===== config.mk =====
export PLATFORM = sky130hd
export DESIGN_NAME = brb_queue
export DESIGN_NICKNAME = d
export VERILOG_FILES = /design/src/sv/brb_pkg.sv /design/src/sv/brb_queue.sv
export SDC_FILE = /design/constraint.sdc
export NUM_CORES = 1
export LEC_CHECK = 0
export BUFFER_PORTS_ARGS = -buffer_cell sky130_fd_sc_hd__clkbuf_2
export CAP_MARGIN = 10
export CORE_MARGIN = 2
export CORE_UTILIZATION = 40
export CTS_CLUSTER_DIAMETER = 120
export DETAILED_ROUTE_END_ITERATION = 6
export GPL_TIMING_DRIVEN = 0
export PLACE_DENSITY_LB_ADDON = 0.08
export SLEW_MARGIN = 20
export SYNTH_ARGS = -nofsm -noshare
export SYNTH_HDL_FRONTEND = slang
export SYNTH_SLANG_ARGS = --single-unit

===== constraint.sdc =====
create_clock -name clk -period 22.3 [get_ports clk]
set_input_delay 3.345 -clock clk [delete_from_list [all_inputs] [get_ports clk]]
set_output_delay 3.345 -clock clk [all_outputs]
set_load 0.05 [all_outputs]

===== src/sv/brb_pkg.sv =====
package brb_pkg;

    // fixed field widths of the channel words
    localparam int CFG_W   = 4;
    localparam int COUNT_W = 13;
    localparam int DATA_W  = 64;
    localparam int OFF_W   = 12;
    localparam int SIZE_W  = 13;

    // widest ring position and widest chunk count that the entry can carry
    localparam int POS_MAX_W = 20;
    localparam int CNT_W     = 4;

    // front-to-back queue holds 2**QUEUE_LOG2 entries
    localparam int QUEUE_LOG2 = 1;

    localparam logic [CFG_W-1:0] SIZE_LOG2_RESET = 4'd12;

    typedef enum logic [1:0] {
        REQ_WRITE      = 2'd0,
        REQ_READ       = 2'd1,
        REQ_DESC_READ  = 2'd2,
        REQ_DESC_WRITE = 2'd3
    } req_type_t;

    // memory operation the back end carries out
    typedef enum logic [1:0] {
        OP_NONE,
        OP_WRITE,
        OP_READ
    } op_t;

    // classified request, front to back
    typedef struct packed {
        op_t                  op;
        logic                 ok;
        logic [CNT_W-1:0]     count;
        logic [POS_MAX_W-1:0] start;
        logic [POS_MAX_W-1:0] mask;
        logic [DATA_W-1:0]    wdata;
        logic [OFF_W-1:0]     r1_off;
        logic [SIZE_W-1:0]    r1_size;
        logic [SIZE_W-1:0]    r2_size;
    } entry_t;

endpackage


===== src/sv/brb_queue.sv =====
module brb_queue (
    input  logic             clk,
    input  logic             rst_n,
    input  logic             in_valid,
    output logic             in_ready,
    input  brb_pkg::entry_t  in_entry,
    output logic             out_valid,
    input  logic             out_ready,
    output brb_pkg::entry_t  out_entry
);
    import brb_pkg::*;

    localparam int QD = 1 << QUEUE_LOG2;

    entry_t                slot_reg [QD];
    logic [QUEUE_LOG2-1:0] wr_ptr_reg, rd_ptr_reg;
    logic [QUEUE_LOG2:0]   count_reg;
    logic                  push, pop;

    assign in_ready  = count_reg != (QUEUE_LOG2+1)'(QD);
    assign out_valid = count_reg != '0;
    assign out_entry = slot_reg[rd_ptr_reg];
    assign push      = in_valid && in_ready;
    assign pop       = out_valid && out_ready;

    // entry storage
    always_ff @(posedge clk)
    begin
        if (push)
            slot_reg[wr_ptr_reg] <= in_entry;
    end

    // pointers and occupancy
    always_ff @(posedge clk or negedge rst_n)
    begin
        if (!rst_n)
        begin
            wr_ptr_reg <= '0;
            rd_ptr_reg <= '0;
            count_reg  <= '0;
        end
        else
        begin
            if (push)
                wr_ptr_reg <= wr_ptr_reg + 1'b1;
            if (pop)
                rd_ptr_reg <= rd_ptr_reg + 1'b1;
            if (push && !pop)
                count_reg <= count_reg + 1'b1;
            else if (pop && !push)
                count_reg <= count_reg - 1'b1;
        end
    end

    a_push_counts: assert property (@(posedge clk) disable iff (!rst_n)
        push && !pop |=> count_reg == $past(count_reg) + 1'b1)
        else $error("queue occupancy lost a pushed word");

endmodule


Yosys cells after proc, flatten, opt, wreduce, memory -nomap -nowiden
Memory sizes are Yosys's and may differ from the RTL's.
Index checks and enable logic that the tools add are counted.
Widths: inputs -> output; s select.
- output and inout bits: 151
- logic and storage cells: 21
- input port bits: 153
- register bits after elaboration: 4
- memories: 1
- RAM bits: 298
- reduce and logical (&&, ||, !) cells: 8
- eq/ne operators: 1
- multiplexer cells: 4
- add/subtract/negate cells: 4
- memory list (name ; depth ; bits a word ; read ports ; clocked after memory_dff ; write ports ; RTL line ; source):
    slot_reg ; 2 ; 149 ; 1 ; 0 ; 1 ; brb_queue.sv:15 ; entry_t slot_reg [QD];
- operators by type and width (cell ; number):
    $logic_and 1x1->1 ; 4
    $mux 2 ; 2
    $reduce_bool 2->1 ; 2
    $add 1x1->1 const B ; 2
    $add 2x1->2 const B ; 1
    $logic_not 1->1 ; 2
    $mux 1 ; 2
    $ne 2x2->1 const B ; 1
    $sub 2x1->2 const B ; 1

Longest topological paths before layout
- depth after elaboration: 6
- depth in mapped cells: 7
- gate-level depth less buffers: 7

Least setup slack after synthesis
No wires, ideal clock.
- path type: input-to-reg
- start point: in in_valid
- end point: mem slot_reg[0][0] (netlist bit), enable pin
- stages on the path: 2
- buffers on the path: 0
- data required time: 21640 ps
- arrival time: 9644 ps
- library setup time: 660 ps
- path slack: 11995 ps
- cell sequence: nand2_1 nor2_1
- word-level cells in the longest chain between the ends: 3
- ends and longest elaborated chain (what ; RTL line ; source):
    from (decl) ; brb_queue.sv:4 ; input logic in_valid,
    $logic_and 1x1->1 ; brb_queue.sv:23 ; assign push = in_valid && in_ready;
    $mux 1 ; brb_queue.sv:29 ; if (push)
    $mux 1 (not written as such) ; brb_queue.sv:30 ; slot_reg[wr_ptr_reg] <= in_entry;
    to (decl) ; brb_queue.sv:15 ;
No other way between the ends.

==> impl_metrics.env <==
export IMPL_cp_required_ps=18950
export IMPL_critPathSlowestCell="dfrtp_1"
export IMPL_crit_chain="buf_6, buf_8, buf_6, mux2_4, clkbuf_2"
export IMPL_place_port_buffers=303
export IMPL_synth_area_um2=11400
export IMPL_antenna_found_initial=2
export IMPL_hpwl_mm=16.2
export IMPL_htree_levels=2
export IMPL_crit_path_end_kind="output pin"
export IMPL_power_internal_mw=1.42
export IMPL_hp_start="count_reg[1]$_DFFE_PN0P_"
export IMPL_fin_crit_ps=5270
export IMPL_slew_viol_final=0
export IMPL_fp_dieH_um=173
export IMPL_holdPathEnd="count_reg[1]$_DFFE_PN0P_"
export IMPL_syn_nets=636
export IMPL_grt_pass1_vias=6164
export IMPL_whs_ps=536
export IMPL_io_pins=304
export IMPL_crit_type="register to output pin"
export IMPL_clk_path_buf_depth=3
export IMPL_grt_total_usage_pct=15.1
export IMPL_numCtsBuffers=34
export IMPL_r2r_cells=7
export IMPL_clkTransAtPathRegs_ps=60
export IMPL_clkSinkCount=302
export IMPL_synthArstFlopShare_pct=1.32
export IMPL_grt_pass1_wl_mm=34.5
export IMPL_setup_tns_ps=0
export IMPL_yosys_cell_types_count=16
export IMPL_wire_per_inst_um=18.4
export IMPL_crit_reg2reg_capture="slot_reg[0][48]$_DFFE_PP_"
export IMPL_fin_crit_sh_pct=23.6
export IMPL_slew_headroom_pct=65.8
export IMPL_leakage_nw=5.86
export IMPL_post_place_ws_ps=17180
export IMPL_drc=0
export IMPL_switchingPower_mw=0.937
export IMPL_vias=5692
export IMPL_synth_seq_cells=302
export IMPL_nets=985
export IMPL_drt_iter0_drc=195
export IMPL_syn_avg_cell_area_um2=23.6
export IMPL_yosysWarnings=0
export IMPL_largest_reg_flops=298
export IMPL_dieArea_um2=29800
export IMPL_grt_ovfl_total=0
export IMPL_core_rowCount=61
export IMPL_synthFlopType="edfxtp_1"
export IMPL_ant_nets=0
export IMPL_clkLatencyLatePin_ps=500
export IMPL_fillers=2282
export IMPL_status="complete, no violations"
export IMPL_combPwrFrac_pct=43.4
export IMPL_ir_worst_vdd_uv=113
export IMPL_power_density_nw_per_um2=161
export IMPL_regArea_um2=9050
export IMPL_post_cts_buffers=0
export IMPL_max_freq_ghz=0.190
export IMPL_core_area_um2=27900
export IMPL_cp_arrival_ps=1930
export IMPL_postSynthCellCount=482
export IMPL_hold_viol_final=0
export IMPL_setup_viol=0
export IMPL_critPathMaxStageDelay_ps=340
export IMPL_cap_viol_max_count=0
export IMPL_worst_slack_ps=17030
export IMPL_fin_util_pct=52.6
export IMPL_die_x_um=173
export IMPL_vias_per_cell=4.62
export IMPL_tightest_slew_ps=512
export IMPL_rsz0062_at_grt="no"
export IMPL_multiInputGateArea_um2=2160
export IMPL_hold_depth=1
export IMPL_pwr_share_clk_pct=22.4
export IMPL_crit_top_cell="buf_6"
export IMPL_hold_buffers=0
export IMPL_cts_root_buf="clkbuf_16"
export IMPL_ys_seq_area_share_pct=79.7
export IMPL_start_kind="register"
export IMPL_grt_start_max_net_pins=54
export IMPL_drtPass1Iterations=4
export IMPL_place_gp_congestion=0.716
export IMPL_r2r_start="count_reg[0]$_DFFE_PN0P_"
export IMPL_drive_gt1_share_pct=61.9
export IMPL_cts_tree="yes"
export IMPL_start_util_pct=40.8
export IMPL_ctsResizeCount=0
export IMPL_synth_edf_count=298
export IMPL_hold_class="register to register"
export IMPL_areaGrowthSynthToFinish_pct=29.1
export IMPL_switching_share_pct=39.8
export IMPL_clock_skew_final_ps=16.9
export IMPL_p_seq_share_pct=34.1
export IMPL_drt_total_wl_mm=22.7
export IMPL_path_max_fanout=10
export IMPL_r2r_slack_ps=20040
[worst max-delay path, delay by kind of cell (launching register included)]
| kind | cells | cell delay (ps) |
|---|---|---|
| buffers and inverters | 4 | 750 |
| flip-flops | 1 | 340 |
| multiplexers | 1 | 310 |
[layer usage]
metal / global-route usage [%] / part of all wire (%) / vias to the layer above
met5: 0 / 0.062 / -
met3: 5.95 / 9.2 / 51
met1: 16.4 / 37 / 2787
met4: 6.02 / 3.2 / 2
met2: 26.3 / 51 / 220
li1: - / - / 2632
[power groups by stage]
stage	logic [mW]	clock network [mW]	registers, mW
after floorplan	0.801	0	0.836
after global placement	0.993	0	0.856
after detailed placement	1.04	0	0.817
after CTS	1.04	0.543	0.806
after global routing	1.07	0.567	0.815
final	1.02	0.529	0.804
[final cells by class]
| cell class | count | share of cell area [%] |
|---|---|---|
| sequential | 302 | 61.7 |
| buffer | 17 | 1.12 |
| antenna | 1 | 0.0171 |
| clock inverter | 15 | 0.794 |
| clock buffer | 42 | 6.44 |
| timing repair buffer | 313 | 12.0 |
| inverter | 1 | 0.0256 |
| tap | 378 | 3.23 |
| multi-input combinational | 162 | 14.7 |
[cell usage after synthesis (2+ instances only)]
master / instances / share of area, %
mux2_2: 49 / 4.9
xnor2_1: 3 / 0.23
dfrtp_1: 4 / 0.88
nand2_1: 2 / 0.066
buf_2: 5 / 0.22
buf_6: 11 / 1.1
mux2_4: 100 / 13
nor2_1: 2 / 0.066
edfxtp_1: 298 / 79
xor2_1: 2 / 0.15
[stage by stage]
| step | area, um^2 | cells | power [mW] |
|---|---|---|---|
| global placement | 13300 | 1163 | 1.85 |
| CTS | 14700 | 1230 | 2.39 |
| detailed placement | 13600 | 1173 | 1.86 |
| floorplan | 11400 | 482 | 1.64 |
| global route | 14700 | 1230 | 2.45 |
| finish | 14700 | 1231 | 2.36 |
[worst max-delay path by stage]
stage | startpoint | endpoint | depth (start not counted)
4_1_cts | rd_ptr_reg$_DFFE_PN0P_ | out_entry[70] | 5
2_1_floorplan | in_valid | slot_reg[0][0]$_DFFE_PP_ | 2
5_1_grt | rd_ptr_reg$_DFFE_PN0P_ | out_entry[70] | 5
6_report | rd_ptr_reg$_DFFE_PN0P_ | out_entry[70] | 5
3_3_place_gp | in_valid | slot_reg[0][30]$_DFFE_PP_ | 3
3_5_place_dp | in_valid | slot_reg[0][40]$_DFFE_PP_ | 7
[logic make-up after synthesis]
kind of cell  count (synthesis)  synth area share (%)
xor+xnor                      5                 0.386
fa+ha+maj                     1                 0.110
buf+inv                      18                  1.48
flops                       302                  79.7
mux                         149                  18.1
simple gates                  7                 0.298
[cell usage in the layout, fill, tap and decap left out, drive strengths merged]
cell    Yosys  final
dfrtp       4      4
xor2        2      2
clkbuf      0    345
nand2       2      2
ha          1      1
nor2        2      2
clkinv      0     13
and3        1      1
inv         1      1
nand2b      1      1
mux2      149    149
bufinv      0      2
edfxtp    298    298
xnor2       3      3
buf        17     27
diode       0      1
or2         1      1
(Power assumes the default switching activity.)
