[src/sv/brb_pkg.sv]
package brb_pkg;

    // fixed field widths of the channel words
    localparam int CFG_W   = 4;
    localparam int COUNT_W = 13;
    localparam int DATA_W  = 64;
    localparam int OFF_W   = 12;
    localparam int SIZE_W  = 13;

    // widest ring position and widest chunk count that the entry can carry
    localparam int POS_MAX_W = 20;
    localparam int CNT_W     = 4;

    // front-to-back queue holds 2**QUEUE_LOG2 entries
    localparam int QUEUE_LOG2 = 1;

    localparam logic [CFG_W-1:0] SIZE_LOG2_RESET = 4'd12;

    typedef enum logic [1:0] {
        REQ_WRITE      = 2'd0,
        REQ_READ       = 2'd1,
        REQ_DESC_READ  = 2'd2,
        REQ_DESC_WRITE = 2'd3
    } req_type_t;

    // memory operation the back end carries out
    typedef enum logic [1:0] {
        OP_NONE,
        OP_WRITE,
        OP_READ
    } op_t;

    // classified request, front to back
    typedef struct packed {
        op_t                  op;
        logic                 ok;
        logic [CNT_W-1:0]     count;
        logic [POS_MAX_W-1:0] start;
        logic [POS_MAX_W-1:0] mask;
        logic [DATA_W-1:0]    wdata;
        logic [OFF_W-1:0]     r1_off;
        logic [SIZE_W-1:0]    r1_size;
        logic [SIZE_W-1:0]    r2_size;
    } entry_t;

endpackage

[src/sv/brb_if.sv]
// request channel
interface brb_req_if;
    import brb_pkg::*;

    logic                  valid;
    logic                  ready;
    logic [1:0]            req_type;
    logic [COUNT_W-1:0]    byte_count;
    logic [DATA_W-1:0]     write_data;

    modport source (output valid, req_type, byte_count, write_data, input ready);
    modport sink   (input valid, req_type, byte_count, write_data, output ready);
endinterface


[src/sv/brb_front.sv]
module brb_front #(
    parameter int DEPTH_LOG2  = 12,
    parameter int CHUNK_BYTES = 8
) (
    input  logic                        clk,
    input  logic                        rst_n,
    input  logic                        cfg_wr_en,
    input  logic [brb_pkg::CFG_W-1:0]   cfg_wr_data,
    brb_req_if.sink                     req,
    output logic                        push_valid,
    input  logic                        push_ready,
    output brb_pkg::entry_t             push_entry
);
    import brb_pkg::*;

    localparam int SZ_W  = DEPTH_LOG2 + 1;
    localparam int CMP_W = (SZ_W > COUNT_W) ? SZ_W : COUNT_W;
    localparam logic [4:0] DEPTH_L = 5'(DEPTH_LOG2);

    logic [CFG_W-1:0]      size_log2_reg;
    logic [DEPTH_LOG2-1:0] rd_off_reg, rd_off_next;
    logic [DEPTH_LOG2-1:0] wr_off_reg, wr_off_next;
    logic [SZ_W-1:0]       fill_reg, fill_next;

    logic [4:0]            eff_l;
    logic [SZ_W-1:0]       ring_size;
    logic [DEPTH_LOG2-1:0] ring_mask;
    logic [SZ_W-1:0]       space;
    logic [CMP_W-1:0]      count_x;
    logic                  fits_chunk;
    logic [CNT_W-1:0]      cnt_short;
    logic [CMP_W-1:0]      avail_x;
    logic [DEPTH_LOG2-1:0] desc_off;
    logic [SZ_W-1:0]       tail;
    logic [CMP_W-1:0]      first;
    logic                  push;

    assign req.ready  = push_ready;
    assign push_valid = req.valid;
    assign push       = req.valid && push_ready;

    // ring geometry from the size register, clamped to between 1 and the built depth
    always_comb
    begin
        if (size_log2_reg == '0)
            eff_l = 5'd1;
        else if ({1'b0, size_log2_reg} > DEPTH_L)
            eff_l = DEPTH_L;
        else
            eff_l = {1'b0, size_log2_reg};
        ring_size = SZ_W'(1) << eff_l;
        ring_mask = DEPTH_LOG2'(ring_size - SZ_W'(1));
        space     = ring_size - fill_reg;
    end

    // classify the request, work out position updates and describe split
    always_comb
    begin
        count_x    = CMP_W'(req.byte_count);
        fits_chunk = req.byte_count <= COUNT_W'(CHUNK_BYTES);
        cnt_short  = CNT_W'(req.byte_count);
        avail_x    = '0;
        desc_off   = '0;
        tail       = '0;
        first      = '0;

        rd_off_next = rd_off_reg;
        wr_off_next = wr_off_reg;
        fill_next   = fill_reg;

        push_entry         = '0;
        push_entry.op      = OP_NONE;
        push_entry.mask    = POS_MAX_W'(ring_mask);
        push_entry.wdata   = req.write_data;

        case (req_type_t'(req.req_type))
            REQ_WRITE:
            begin
                if (req.byte_count == '0)
                    push_entry.ok = 1'b1;
                else if (fits_chunk && count_x <= CMP_W'(space))
                begin
                    push_entry.op    = OP_WRITE;
                    push_entry.ok    = 1'b1;
                    push_entry.count = cnt_short;
                    push_entry.start = POS_MAX_W'(wr_off_reg);
                    wr_off_next = (wr_off_reg + DEPTH_LOG2'(cnt_short)) & ring_mask;
                    fill_next   = fill_reg + SZ_W'(cnt_short);
                end
            end
            REQ_READ:
            begin
                if (req.byte_count == '0)
                    push_entry.ok = 1'b1;
                else if (fits_chunk && count_x <= CMP_W'(fill_reg))
                begin
                    push_entry.op    = OP_READ;
                    push_entry.ok    = 1'b1;
                    push_entry.count = cnt_short;
                    push_entry.start = POS_MAX_W'(rd_off_reg);
                    rd_off_next = (rd_off_reg + DEPTH_LOG2'(cnt_short)) & ring_mask;
                    fill_next   = fill_reg - SZ_W'(cnt_short);
                end
            end
            REQ_DESC_READ, REQ_DESC_WRITE:
            begin
                if (req_type_t'(req.req_type) == REQ_DESC_READ)
                begin
                    avail_x  = CMP_W'(fill_reg);
                    desc_off = rd_off_reg;
                end
                else
                begin
                    avail_x  = CMP_W'(space);
                    desc_off = wr_off_reg;
                end
                tail  = ring_size - SZ_W'(desc_off);
                first = (count_x < CMP_W'(tail)) ? count_x : CMP_W'(tail);
                if (count_x <= avail_x)
                begin
                    push_entry.ok      = 1'b1;
                    push_entry.r1_off  = OFF_W'(desc_off);
                    push_entry.r1_size = SIZE_W'(first);
                    push_entry.r2_size = SIZE_W'(count_x - first);
                end
            end
            default:
            begin
                push_entry.ok = 1'b0;
            end
        endcase
    end

    // size register and ring positions; a size write rebinds the ring
    always_ff @(posedge clk or negedge rst_n)
    begin
        if (!rst_n)
        begin
            size_log2_reg <= SIZE_LOG2_RESET;
            rd_off_reg    <= '0;
            wr_off_reg    <= '0;
            fill_reg      <= '0;
        end
        else if (cfg_wr_en)
        begin
            size_log2_reg <= cfg_wr_data;
            rd_off_reg    <= '0;
            wr_off_reg    <= '0;
            fill_reg      <= '0;
        end
        else if (push)
        begin
            rd_off_reg <= rd_off_next;
            wr_off_reg <= wr_off_next;
            fill_reg   <= fill_next;
        end
    end

    a_fill_bound: assert property (@(posedge clk) disable iff (!rst_n)
        fill_reg <= ring_size)
        else $error("ring fill exceeds ring size");

    a_pos_in_ring: assert property (@(posedge clk) disable iff (!rst_n)
        ((rd_off_reg & ~ring_mask) == '0) && ((wr_off_reg & ~ring_mask) == '0))
        else $error("ring position outside ring in use");

endmodule

[src/flat_wrapper.sv]
// flat-port wrapper written by rule: the top's interface ports become plain ports
module brb_front_flat import brb_pkg::*;
#(
    parameter int DEPTH_LOG2  = 12,
    parameter int CHUNK_BYTES = 8
)
  (clk, rst_n, cfg_wr_en, cfg_wr_data, push_valid, push_ready, push_entry, req_valid, req_req_type, req_byte_count, req_write_data, req_ready);
  brb_req_if req_i ();
  input  logic clk;
  input  logic rst_n;
  input  logic cfg_wr_en;
  input  logic [brb_pkg::CFG_W-1:0] cfg_wr_data;
  output logic push_valid;
  input  logic push_ready;
  output brb_pkg::entry_t push_entry;
  input wire logic [$bits(req_i.valid)-1:0] req_valid;
  input wire logic [$bits(req_i.req_type)-1:0] req_req_type;
  input wire logic [$bits(req_i.byte_count)-1:0] req_byte_count;
  input wire logic [$bits(req_i.write_data)-1:0] req_write_data;
  output wire logic [$bits(req_i.ready)-1:0] req_ready;
  assign req_i.valid = req_valid;
  assign req_i.req_type = req_req_type;
  assign req_i.byte_count = req_byte_count;
  assign req_i.write_data = req_write_data;
  assign req_ready = req_i.ready;
  brb_front #(.DEPTH_LOG2(DEPTH_LOG2), .CHUNK_BYTES(CHUNK_BYTES)) u_core (.clk(clk), .rst_n(rst_n), .cfg_wr_en(cfg_wr_en), .cfg_wr_data(cfg_wr_data), .req(req_i), .push_valid(push_valid), .push_ready(push_ready), .push_entry(push_entry));
endmodule
[config.mk]
export PLATFORM = sky130hd
export DESIGN_NAME = brb_front_flat
export DESIGN_NICKNAME = d
export VERILOG_FILES = /design/src/sv/brb_pkg.sv /design/src/sv/brb_if.sv /design/src/sv/brb_front.sv /design/src/flat_wrapper.sv
export SDC_FILE = /design/constraint.sdc
export NUM_CORES = 1
export LEC_CHECK = 0
export ABC_AREA = 1
export BUFFER_PORTS_ARGS = -buffer_cell sky130_fd_sc_hd__buf_2
export CAP_MARGIN = 25
export CORE_ASPECT_RATIO = 1.5
export CORE_MARGIN = 2
export CORE_UTILIZATION = 53
export DETAILED_ROUTE_END_ITERATION = 7
export PLACE_DENSITY = 0.82
export SLEW_MARGIN = 20
export SYNTH_ARGS = -nofsm -noshare
export SYNTH_HDL_FRONTEND = slang
export SYNTH_SLANG_ARGS = --single-unit
[constraint.sdc]
create_clock -name clk -period 17.4 [get_ports clk]
set_input_delay 3.48 -clock clk [delete_from_list [all_inputs] [get_ports clk]]
set_output_delay 3.48 -clock clk [all_outputs]
set_load 0.02 [all_outputs]
### Yosys cells after proc, flatten, opt, wreduce, memory -nomap -nowiden

Cells that the tools add are included.

* $add $sub $neg: 8
* order comparisons: 6
* eq/ne operators: 8
* shift operators: 1
* mux-type cells: 38
* bitwise gates (word level): 2
* reduce and logical (&&, ||, !) cells: 16

Operator list (number)
* two-way mux 12 bit: 12
* two-way mux 13 bit: 9
* two-way mux 38 bit: 2
* two-way mux 24 bit: 2
* case mux 24 bit (2 select lines): 1
* <= comparator 13 bit: 3
* two-way mux 27 bit: 1
* two-way mux 26 bit: 1
* case mux 13 bit (2 select lines): 1
* subtractor 13 bit: 2
* adder 12 x 4 -> 12 bit: 2
* bitwise AND 12 bit: 2
* adder 13 x 4 -> 13 bit: 1
* <= comparator 13 x 4 -> 1 bit (second input constant): 1
* logical NOT 13 bit: 1
* less-than comparator 13 bit: 1
* << shifter 1 x 4 -> 13 bit (first input constant): 1
* subtractor 13 x 12 -> 13 bit: 1
* subtractor 13 x 4 -> 13 bit: 1
* subtractor 12 x 1 -> 12 bit (second input constant): 1
* nonzero test 2 bit: 5
* two-way mux 4 bit: 2
* AND reduction 4 bit: 2
* inequality test 3 x 2 -> 1 bit (second input constant): 2
* 15 further kinds: 22

* flip-flop bits (word level): 41
* input port bits: 88

### Logic depth before layout (Yosys ltp)

* depth after elaboration: 12
* depth in mapped cells: 40
* mapped depth without buffers: 40

### Worst setup path before layout

OpenSTA, ideal clock, no wires.

* path kind: input port to output port
* start point: input req_req_type[0]
* end point: output push_entry[10] (netlist name)
* arrival: 8.133 ns
* required time: 13.920 ns
* setup slack: 5.787 ns
* stages on the path: 35
* buffers on the path: 2
* path through: inv_2 nand2_2 buf_6 clkbuf_1 o21ai_0 ha_1 a21oi_1 nor2_1 a211oi_1 nand3_1 and2_1 ha_1 nand2_1 inv_1 nand3_1 nor3_1 nand2_1 nand2_2 inv_1 or2_2 o21a_1 inv_1 ha_1 inv_1 fa_1 inv_1 o31ai_1 nand2_1 nand2_1 nand2_1 a21boi_0 or2_2 nand2_1 nand2_1 nor2_1

RTL lines
* start, declared: line flat_wrapper.sv:17 `input wire logic [$bits(req_i.req_type)-1:0] req_req_type;`
* end, declared: line flat_wrapper.sv:15 `output brb_pkg::entry_t push_entry;`

==> impl_metrics.py <==
metrics = {
    "outcome": {
        "status": "finished, final reports clean",
    },
    "power_and_ir_drop": {
        "leakage_nw": 4.325,
        "powerDensity_nw_per_um2": 94.66,
        "power.total_uw": 766.4,
        "irDropWorstVdd_mv": 0.04885,
    },
    "finish": {
        "final_common_cell": "nand2_1",
        "largest_reg_flops": 13,
        "diodes": 0,
        "drive_gt1_share_pct": 15.32,
        "finalNonFillerCells": 1410,
        "design_area_sq_um": 8097,
        "nets": 1414,
        "syn_to_final_growth_pct": 2.780,
        "post-route-util_pct": 55.74,
        "layout_common_cells": "nand2_1, inv_1, ha_1",
    },
    "drt": {
        "ant_nets": 0,
        "wl_per_cell_um": 16.40,
        "vias_per_cell": 5.660,
        "topRoutingLayerUsed": "met4",
        "post-route-drc-count": 0,
        "wl_um": 23120,
        "wl_met2_um": 10980,
        "met3_length_um": 1380,
        "vias": 7981,
        "dr.first_iter.drc_count": 458,
        "wl_met1_um": 8651,
        "firstDrtPassIters": 5,
    },
    "yosys": {
        "ys_top_cells_by_area": "ha_1, dfrtp_1, nand2_1",
        "avgSynthCellArea_sq_um": 6.570,
        "yosysTopAreaCell": "ha_1",
        "post_synth_inst_count": 1199,
        "ys_seq_area_share_pct": 13.06,
        "synth-edff-count": 0,
        "synth_fa_ha_area_share_pct": 18.42,
        "synth-seq-cells": 41,
        "synth_warnings": 0,
        "synth-async-reset-ratio_pct": 100.0,
        "synth_top_family_by_area": "simple AND/OR/NAND/NOR gates",
        "synth_mux_area_share_pct": 0.1271,
        "synth_compound_area_share_pct": 15.01,
        "synth.distinct_cells": 59,
        "synth_top_cell_area_share_pct": 17.15,
        "synthXorXnorAreaFrac_pct": 4.495,
        "synth_area_sq_um": 7878,
        "yosys.area_share.simple_pct": 31.97,
        "yosys_most_used_dff": "dfrtp_1",
    },
    "clock_network": {
        "cts_repair_resize_count": 0,
        "cts_root_buf": "clkbuf_16",
        "cts_tree": "built",
        "cts_buffers": 5,
        "hold_buffers": 0,
        "postCtsSetupBuffers": 0,
        "clk_pin_slew_ns": 0.07,
        "numClockSinks": 41,
        "clk_path_buf_depth": 2,
        "cts-htree-levels": 2,
        "clk-insertion-delay-late_ns": 0.30,
    },
    "timing": {
        "min_period_ns": 12.83,
        "slew_violations": 0,
        "hold_viol": 0,
        "clock-skew-final_ns": 0.01018,
        "slew_headroom_pct": 24.87,
        "worst_pin_slew_ns": 1.118,
        "setup_viol_count_final": 0,
        "hold_ws_ns": 0.5349,
        "rsz0062_at_grt": "false",
        "final.setup.worst_slack_ns": 4.575,
        "final.setup.tns_ns": 0,
        "max_freq_ghz": 0.07797,
        "fin_crit_sh_pct": 73.71,
    },
    "place": {
        "place.gp.congestion": 0.9789,
        "io_buffers": 93,
        "dpl_cell_area_sq_um": 7919,
        "hpwl_um": 18730,
        "pre_cts_ws_ns": 4.622,
        "dp_cells": 1401,
    },
    "worst_setup_path": {
        "regToRegSetupSlack_ns": 12.41,
        "worst_r2r_path_depth": 19,
        "cp.arrival_ns": 9.35,
        "cp.required_ns": 13.92,
        "r2r-end": "u_core.fill_reg[1]",
        "cp_max_fo": 48,
        "reg2reg_from": "u_core.size_log2_reg[3]",
        "crit_type": "in -> out",
        "path_common_cell": "nand2_1",
        "start_kind": "input pin",
        "critPathMaxStageDelay_ns": 0.53,
        "cp_slowest_cell": "nand2_2",
        "cp-end-kind": "primary output",
    },
    "floorplanning": {
        "core_area_sq_um": 14530,
        "row_count": 54,
        "start_util_pct": 54.23,
        "die_x_um": 103.5,
        "die_area_sq_um": 15880,
        "io_pins": 239,
        "die_y_um": 153.3,
    },
    "global_routing": {
        "track_usage_pct": 28.84,
        "grt_pass1_vias": 7653,
        "grt_pass1_wl_um": 37330,
        "antenna_found_initial": 0,
        "grt_max_degree": 49,
        "overflow": 0,
    },
    "hold_path": {
        "hold_start": "u_core.rd_off_reg[9]",
        "hold_path.class": "reg -> reg",
        "holdPathEnd": "u_core.rd_off_reg[9]",
        "holdPathStages": 2,
    },
    "job": {
        "cap_viol_max_count": 0,
    },
}
[where the power goes]
part | internal (mW) | switching, mW | total, mW | leakage (nW)
logic | 0.197 | 0.354 | 0.551 | 3.70
clock network | 0.0572 | 0.0397 | 0.0969 | 0.0701
registers | 0.104 | 0.0138 | 0.118 | 0.551
[logic make-up (layout without fill, tap and decap cells)]
logic type      Yosys count  in the layout
mux                       1              1
other cells               2             20
buf+inv                 256            253
flops                    41             41
simple gates            541            541
fa+ha+maj               113            113
xor+xnor                 37             37
compound gates          208            208
[worst max-delay path by stage]
stage,slack (ns),depth (start not counted),from,to
floorplan,5.79,35,req_req_type[0],push_entry[10]
global placement,4.81,38,req_req_type[1],push_entry[10]
detailed placement,4.62,34,req_req_type[1],push_entry[10]
CTS,4.61,34,req_req_type[1],push_entry[10]
global route,3.86,34,req_req_type[1],push_entry[10]
finish,4.57,34,req_req_type[1],push_entry[10]
[cells in the mapped netlist, types with 3 or more instances]
master,instances
dfrtp_1,39
xor2_1,21
nand2_1,243
inv_1,140
buf_6,3
o21ai_1,8
nor3_1,29
ha_1,108
a21oi_1,69
buf_2,10
nand3_1,70
nor2_1,103
xnor2_1,12
o21a_1,3
buf_4,85
o22ai_1,12
nand4_1,22
nand3_2,9
xnor2_2,3
fa_1,5
a31oi_1,6
and2_1,6
nand2_4,6
nand2_2,23
inv_2,5
a21o_1,4
clkbuf_1,10
o21bai_1,4
a211oi_1,5
nand3b_1,4
nor2_2,9
or2_2,5
o21ai_2,8
o21ai_0,75
[critical path, delay by kind of cell]
| kind | cells | cell delay (ns) |
|---|---|---|
| simple gates | 17 | 2.65 |
| fa+ha+maj | 4 | 1.16 |
| buf+inv | 7 | 0.78 |
| compound gates | 6 | 1.27 |
[routing by layer]
layer / global-route usage [%] / vias up
met5: 0 / -
met4: 24.32 / 0
met3: 2.132 / 152
met2: 50.87 / 344
met1: 31.21 / 3579
li1: - / 3906
[layout make-up]
type	instances	area, sq um
repair buffers	97	515.5
clock inverters	1	7.507
flip-flops and latches	41	1028
clock buffers	7	142.6
fillers	1426	6430
well taps	196	245.2
multi-input cells	920	5592
inverters	148	565.5
No activity file was read; power rests on OpenSTA's default activity.
